File: src/design/fra_pkg.sv
// fra_pkg: shared types, constants and saturating helpers for the fasta read index builder
// no dependencies; used by the interfaces, the result queue and the top level
`default_nettype none

package fra_pkg;

	localparam int OFFSET_BITS  = 48;
	localparam int COUNT_BITS   = 32;
	localparam int RES_DEPTH    = 4;
	localparam int RES_PTR_BITS = $clog2(RES_DEPTH);
	localparam int RES_CNT_BITS = $clog2(RES_DEPTH + 1);

	localparam logic [7:0] CH_MARK    = 8'h3E;
	localparam logic [7:0] CH_NL      = 8'h0A;
	localparam logic [7:0] CH_LC_A    = 8'h61;
	localparam logic [7:0] CH_LC_Z    = 8'h7A;
	localparam logic [7:0] CASE_GAP   = 8'd32;
	localparam logic [7:0] CH_UC_LOW  = 8'd64;
	localparam logic [7:0] CH_UC_HIGH = 8'd91;

	typedef logic [OFFSET_BITS-1:0] off_t;
	typedef logic [COUNT_BITS-1:0]  cnt_t;

	localparam off_t OFF_MAX = '1;
	localparam cnt_t CNT_MAX = '1;

	typedef enum logic [1:0] {
		KIND_INDEX  = 2'd0,
		KIND_EMPTY  = 2'd1,
		KIND_TOTALS = 2'd2
	} kind_t;

	typedef enum logic [3:0] {
		PH_SEEK   = 4'b0001,
		PH_HEADER = 4'b0010,
		PH_SEQ    = 4'b0100,
		PH_HALT   = 4'b1000
	} phase_t;

	typedef struct packed {
		kind_t kind;
		off_t  read_start;
		off_t  acc_before;
		off_t  read_length;
		cnt_t  reads_seen;
		off_t  total_letters;
		logic  last_of_run;
	} res_t;

	// up to two results written into the queue in one cycle
	typedef struct packed {
		logic [1:0] n;
		res_t       r0;
		res_t       r1;
	} push_t;

	function automatic logic is_letter(input logic [7:0] b);
		logic [7:0] u;
		u = (b >= CH_LC_A && b <= CH_LC_Z) ? b - CASE_GAP : b;
		return (u > CH_UC_LOW) && (u < CH_UC_HIGH);
	endfunction

	function automatic off_t off_inc(input off_t a);
		return (a == OFF_MAX) ? a : a + off_t'(1);
	endfunction

	function automatic cnt_t cnt_inc(input cnt_t a);
		return (a == CNT_MAX) ? a : a + cnt_t'(1);
	endfunction

	function automatic off_t off_add(input off_t a, input off_t b);
		logic [OFFSET_BITS:0] s;
		s = {1'b0, a} + {1'b0, b};
		return s[OFFSET_BITS] ? OFF_MAX : s[OFFSET_BITS-1:0];
	endfunction

	// a + b + 1, saturating; same as adding a saturated (b + 1)
	function automatic off_t off_add1(input off_t a, input off_t b);
		logic [OFFSET_BITS:0] s;
		s = {1'b0, a} + {1'b0, b} + (OFFSET_BITS+1)'(1);
		return (s > {1'b0, OFF_MAX}) ? OFF_MAX : s[OFFSET_BITS-1:0];
	endfunction

endpackage

`default_nettype wire

File: src/design/fra_res_fifo.sv
// fra_res_fifo: small result queue, takes up to two words per cycle, gives one
// depends on fra_pkg
`default_nettype none

module fra_res_fifo import fra_pkg::*; (
	input  logic                    clk,
	input  logic                    arst_n,
	input  push_t                   push,
	input  logic                    pop,
	output res_t                    head,
	output logic                    head_valid,
	output logic [RES_CNT_BITS-1:0] count
);

	res_t                    mem_q [RES_DEPTH];
	logic [RES_PTR_BITS-1:0] wr_ptr_q;
	logic [RES_PTR_BITS-1:0] rd_ptr_q;
	logic [RES_CNT_BITS-1:0] cnt_q;
	logic [RES_PTR_BITS-1:0] wr_ptr1;

	assign wr_ptr1    = wr_ptr_q + RES_PTR_BITS'(1);
	assign head       = mem_q[rd_ptr_q];
	assign head_valid = (cnt_q != '0);
	assign count      = cnt_q;

	always_ff @(posedge clk) begin
		if (push.n != 2'd0) begin
			mem_q[wr_ptr_q] <= push.r0;
		end
		if (push.n == 2'd2) begin
			mem_q[wr_ptr1] <= push.r1;
		end
	end

	always_ff @(posedge clk or negedge arst_n) begin
		if (!arst_n) begin
			wr_ptr_q <= '0;
			rd_ptr_q <= '0;
			cnt_q    <= '0;
		end else begin
			wr_ptr_q <= wr_ptr_q + RES_PTR_BITS'(push.n);
			rd_ptr_q <= rd_ptr_q + RES_PTR_BITS'(pop);
			cnt_q    <= cnt_q + RES_CNT_BITS'(push.n) - RES_CNT_BITS'(pop);
		end
	end

	a_cnt_bound: assert property (@(posedge clk) disable iff (!arst_n)
		cnt_q <= RES_CNT_BITS'(RES_DEPTH))
		else $error("result queue count out of range");

	a_room: assert property (@(posedge clk) disable iff (!arst_n)
		push.n != 2'd0 |-> cnt_q <= RES_CNT_BITS'(RES_DEPTH - 2))
		else $error("push without room for two words");

	a_idle_hold: assert property (@(posedge clk) disable iff (!arst_n)
		(push.n == 2'd0 && !pop) |=> cnt_q == $past(cnt_q))
		else $error("queue count moved with no push or pop");

endmodule

`default_nettype wire
File: config.mk
export PLATFORM = sky130hd
export DESIGN_NAME = fra_res_fifo
export DESIGN_NICKNAME = d
export VERILOG_FILES = /design/src/design/fra_pkg.sv /design/src/design/fra_res_fifo.sv
export SDC_FILE = /design/constraint.sdc
export NUM_CORES = 1
export LEC_CHECK = 0
export BUFFER_PORTS_ARGS = -buffer_cell sky130_fd_sc_hd__buf_2
export CAP_MARGIN = 40
export CORE_MARGIN = 2
export CORE_UTILIZATION = 40
export CTS_CLUSTER_DIAMETER = 30
export CTS_CLUSTER_SIZE = 30
export DETAILED_ROUTE_END_ITERATION = 10
export PLACE_DENSITY_LB_ADDON = 0.25
export SKIP_CTS_REPAIR_TIMING = 1
export SLEW_MARGIN = 40
export SYNTH_ARGS = -nofsm -noshare
export SYNTH_HDL_FRONTEND = slang
export SYNTH_SLANG_ARGS = --single-unit
export TNS_END_PERCENT = 5
File: constraint.sdc
create_clock -name clk -period 21.3 [get_ports clk]
set_input_delay 3.195 -clock clk [delete_from_list [all_inputs] [get_ports clk]]
set_output_delay 3.195 -clock clk [all_outputs]
set_load 0.02 [all_outputs]
After elaboration in Yosys (flattened, before gate mapping)
Memories as Yosys holds them, arrays and structs flattened.
Index checks and enable logic that the tools add are counted.
W data, S select, Z words.

storage, ports and cells
  register bits after elaboration = 7
  latch bits = 0
  bits in writable memories = 908
  bits in read-only memories = 0
  memories kept = 1

memories
  memory  words  width  rd ports  clocked after Yosys merged registers in  wr ports  RTL line            source
  mem_q   4      227    1         0                                        2         fra_res_fifo.sv:15  res_t mem_q [RES_DEPTH];

cells by class
  add/subtract/negate cells = 5
  multiply operators = 0
  divide/modulo/power cells = 0
  order comparisons = 0
  equality and inequality tests = 1
  shift operators = 0
  multiplexer cells = 4
  bitwise gates (word level) = 0
  reduce and logical (&&, ||, !) cells = 2

operators by type and width
  operator               number
  $mux W1                4
  $add A3 B2 Y3          1
  $reduce_bool A3 Y1     1
  $sub A3 B1 Y3          1
  $add A2 B1 Y2          1
  $add A2 B1 Y2 const B  1
  $add A2 B2 Y2          1
  $eq A2 B2 Y1 const B   1
  $reduce_bool A2 Y1     1

Depth between registers and ports, before layout
  depth in word-level cells = 3
  gate-level depth with buffers = 8

Worst setup path after synthesis
No wires, ideal clock.

  path type = input-to-reg
  from = input port push[455] (netlist name)
  to = memory mem_q[0][0] (netlist name) (enable)
  arrival = 19.268 ns
  required time = 20.172 ns
  slack = 0.904 ns
  cell stages on the path = 3
  path buffers = 1
  cells stage by stage = clkbuf_2 > o21bai_1 > o21ai_0

RTL lines
  what                RTL line            source
  start: declaration  fra_res_fifo.sv:8   input push_t push,
  end: declaration    fra_res_fifo.sv:15

==> summary.txt <==
Outcome
  • Status: completed

Critical path
  • Reg2Reg Depth: 6
  • Worst path buffer plus inverter count: 5
  • Startpoint Class: flop
  • Arrival time worst endpoint: 4.07 ns
  • Crit Path Class: reg2out
  • Worst Setup End Kind: output pin
  • Instance count on the critical path: 6
  • Crit path max fanout: 36
  • Req. time, crit path: 18.11 ns
  • Crit-path most repeated cell: buf_12
  • CP cell instances: buf_12, buf_12, buf_4, buf_6, mux4_2, buf_2
  • Slowest cell on the critical path: buf_4
  • CP max stage delay: 0.66 ns
  • Delay-heaviest family, CP: buffers and inverters

Cells and area
  • Area growth syn-to-layout: 28.5%
  • Fin nets: 3495
  • Share of cells above drive strength 1: 0.691
  • Fillers: 8807

Global routing
  • Vias in the first global route: 27325
  • GRT Util Overall: 0.211
  • Initial antenna violation count: 76
  • Largest net degree at the start of global routing: 111
  • Global-route wire length before repair: 176 mm
  • GRT Residual Overflow: 0

Route
  • Total Wirelength: 121 mm
  • DR WL/cell: 25.8 um
  • Via Count: 25240
  • Avg Vias per Cell: 5.41
  • ANT nets after route: 0
  • Drt pass-1 iters: 5
  • Initial DRC count: 1384
  • Post-route DRC: 0

CTS
  • H-tree depth: 4
  • Clk_lat worst skew: 0.79 ns
  • CTS Buf Count: 212
  • TritonCTS clock tree: built
  • # clock sinks: 915
  • Clock Tree Buf Depth: 3
  • Clk root buf: clkbuf_16
  • Clk slew on worst S/H paths: 0.04 ns

Floorplan
  • Core box area: 0.109 mm^2
  • Row count: 121
  • DIE HEIGHT: 336 um
  • Die X: 336 um
  • Top Ports: 690
  • Die ar.: 0.113 mm^2
  • Starting Density: 0.404

Synth
  • Synth cell types: 25
  • Register area share after synthesis: 0.623
  • Net count after synthesis: 2696
  • Synth Area per Inst: 19.7 um^2
  • Mapped cell area: 0.0440 mm^2
  • #FFs+latches synth: 915
  • Cells after Synth: 2231
  • Synth Warn #: 0

STA
  • Rel. slew slack: 0.434
  • Setup TNS: 0 ns
  • Period utilisation layout: 0.341
  • Hold Slack: 0.498 ns
  • Final setup skew: 0.0351 ns
  • Min Tclk post-route: 7.26 ns
  • Slew Limit Fails: 0
  • Top achievable clock speed: 0.138 GHz
  • Setup-failing EPs final: 0
  • Final Hold Viols: 0
  • Worst-Margin Slew: 0.849 ns
  • Worst setup margin: 14.04 ns
  • RSZ-0062 raised after global routing: no

Power
  • IR drop worst, VDD: 85.6 uV
  • Pleak: 0.0203 uW
  • Total power: 8880 uW
  • Power per cell area: 157 mW/mm^2

Job
  • Max-cap violations: 0

Placement
  • Pre-CTS setup slack: 14.33 ns
  • Port Buffers: 689
  • DP HPWL: 74.9 mm
  • RD Place Congestion: 0.776

Min path
  • HP Class: reg2reg
  • Hold Path Depth: 1
==> cells in the mapped netlist (all sizes together) <==
| cell type | instances | area (um^2) |
|---|---|---|
| and4bb | 2 | 25.0 |
| buf | 138 | 850 |
| clkbuf | 14 | 53.8 |
| dfrtp | 7 | 175 |
| edfxtp | 908 | 27300 |
| fa | 1 | 20.0 |
| ha | 5 | 62.6 |
| inv | 7 | 26.3 |
| mux2 | 908 | 10300 |
| mux2i | 1 | 10.0 |
| mux4 | 227 | 5110 |
| nand4b | 1 | 8.76 |
| nor2 | 2 | 7.51 |
| nor4b | 1 | 23.8 |
| o21ai | 1 | 5.00 |
| o21bai | 2 | 15.0 |
| or3 | 1 | 6.26 |
| xnor2 | 3 | 26.3 |
| xor2 | 2 | 17.5 |
==> per-stage QoR <==
step / area, um^2 / instances / util
3_5_place_dp: 49000 / 4227 / 0.450
3_3_place_gp: 48800 / 4217 / 0.447
5_1_grt: 56500 / 4646 / 0.519
2_1_floorplan: 44000 / 2231 / -
4_1_cts: 56400 / 4620 / 0.517
6_report: 56600 / 4667 / 0.519
==> cell usage in the layout, fill, tap and decap left out, types with 28 or more instances in the layout <==
cell type and n:
mux2_2 874, bufinv_16 36, edfxtp_1 908, clkbuf_1 28, buf_2 689, mux2_4 30
mux4_2 227, diode_2 44, clkbuf_16 215, clkinv_2 52
==> metal layers <==
metal  track usage  part of all wire  routed length (um)
met1         0.246              0.38               45800
met2         0.347              0.49               59300
met3        0.0883             0.097               11700
met4        0.0775             0.028                3340
met5             0            0.0044                 529
==> sequential cells by signal, indices dropped and copies added (netlist names) <==
signal    count
count         3
mem_q       908
rd_ptr_q      2
wr_ptr_q      2
==> worst register-to-register path, delay by kind of cell (launching register included) <==
| family | cells | cell delay (ns) |
|---|---|---|
| buffers and inverters | 5 | 2.45 |
| DFF | 1 | 0.62 |
| and+or+nand+nor | 1 | 0.38 |
==> where the power goes <==
part,internal (uW),leakage (uW),total [uW],switching (uW)
Sequential,2690,0.00859,2830,141
Combinational,1090,0.00816,2760,1670
Clock,2270,0.00359,3290,1020
Total,6050,0.0203,8880,2830
==> cell families (layout without fill, tap and decap cells) <==
group | count (synthesis) | count (layout) | share of synthesized area
buffers and inverters | 159 | 1137 | 0.0211
other | 0 | 44 | 0
multiplexers | 1136 | 1136 | 0.351
AO/OA/AOI/OAI | 3 | 3 | 0.000454
XOR/XNOR | 5 | 5 | 0.000994
adder cells (fa/ha/maj) | 6 | 6 | 0.00187
flip-flops | 915 | 915 | 0.623
AND/OR/NAND/NOR | 7 | 7 | 0.00162
==> path summary, 6_finish.rpt <==
path	from	slack, ns	endpoint
setup / recovery	rd_ptr_q[0]	14.04	head[100]
hold / removal	count[2]	0.50	count[2]
setup reg to reg	wr_ptr_q[1]	17.42	mem_q[3][24]
hold reg to reg	count[2]	0.50	count[2]
max in group asynchronous	arst_n	18.86	rd_ptr_q[1]
min in group asynchronous	arst_n	2.26	count[1]
==> final cells by class <==
type                    instances  area, um^2  share of cell area
diodes                         44         110             0.00195
repair buffers                737        4160              0.0735
clock buffers                 245        5510              0.0974
well taps                    1414        1770              0.0313
flip-flops and latches        915       27400               0.485
inverters                       7        26.3            0.000464
clock inverters               148        1840              0.0326
multi-input cells            1157       15700               0.278
(Power assumes the default switching activity.)
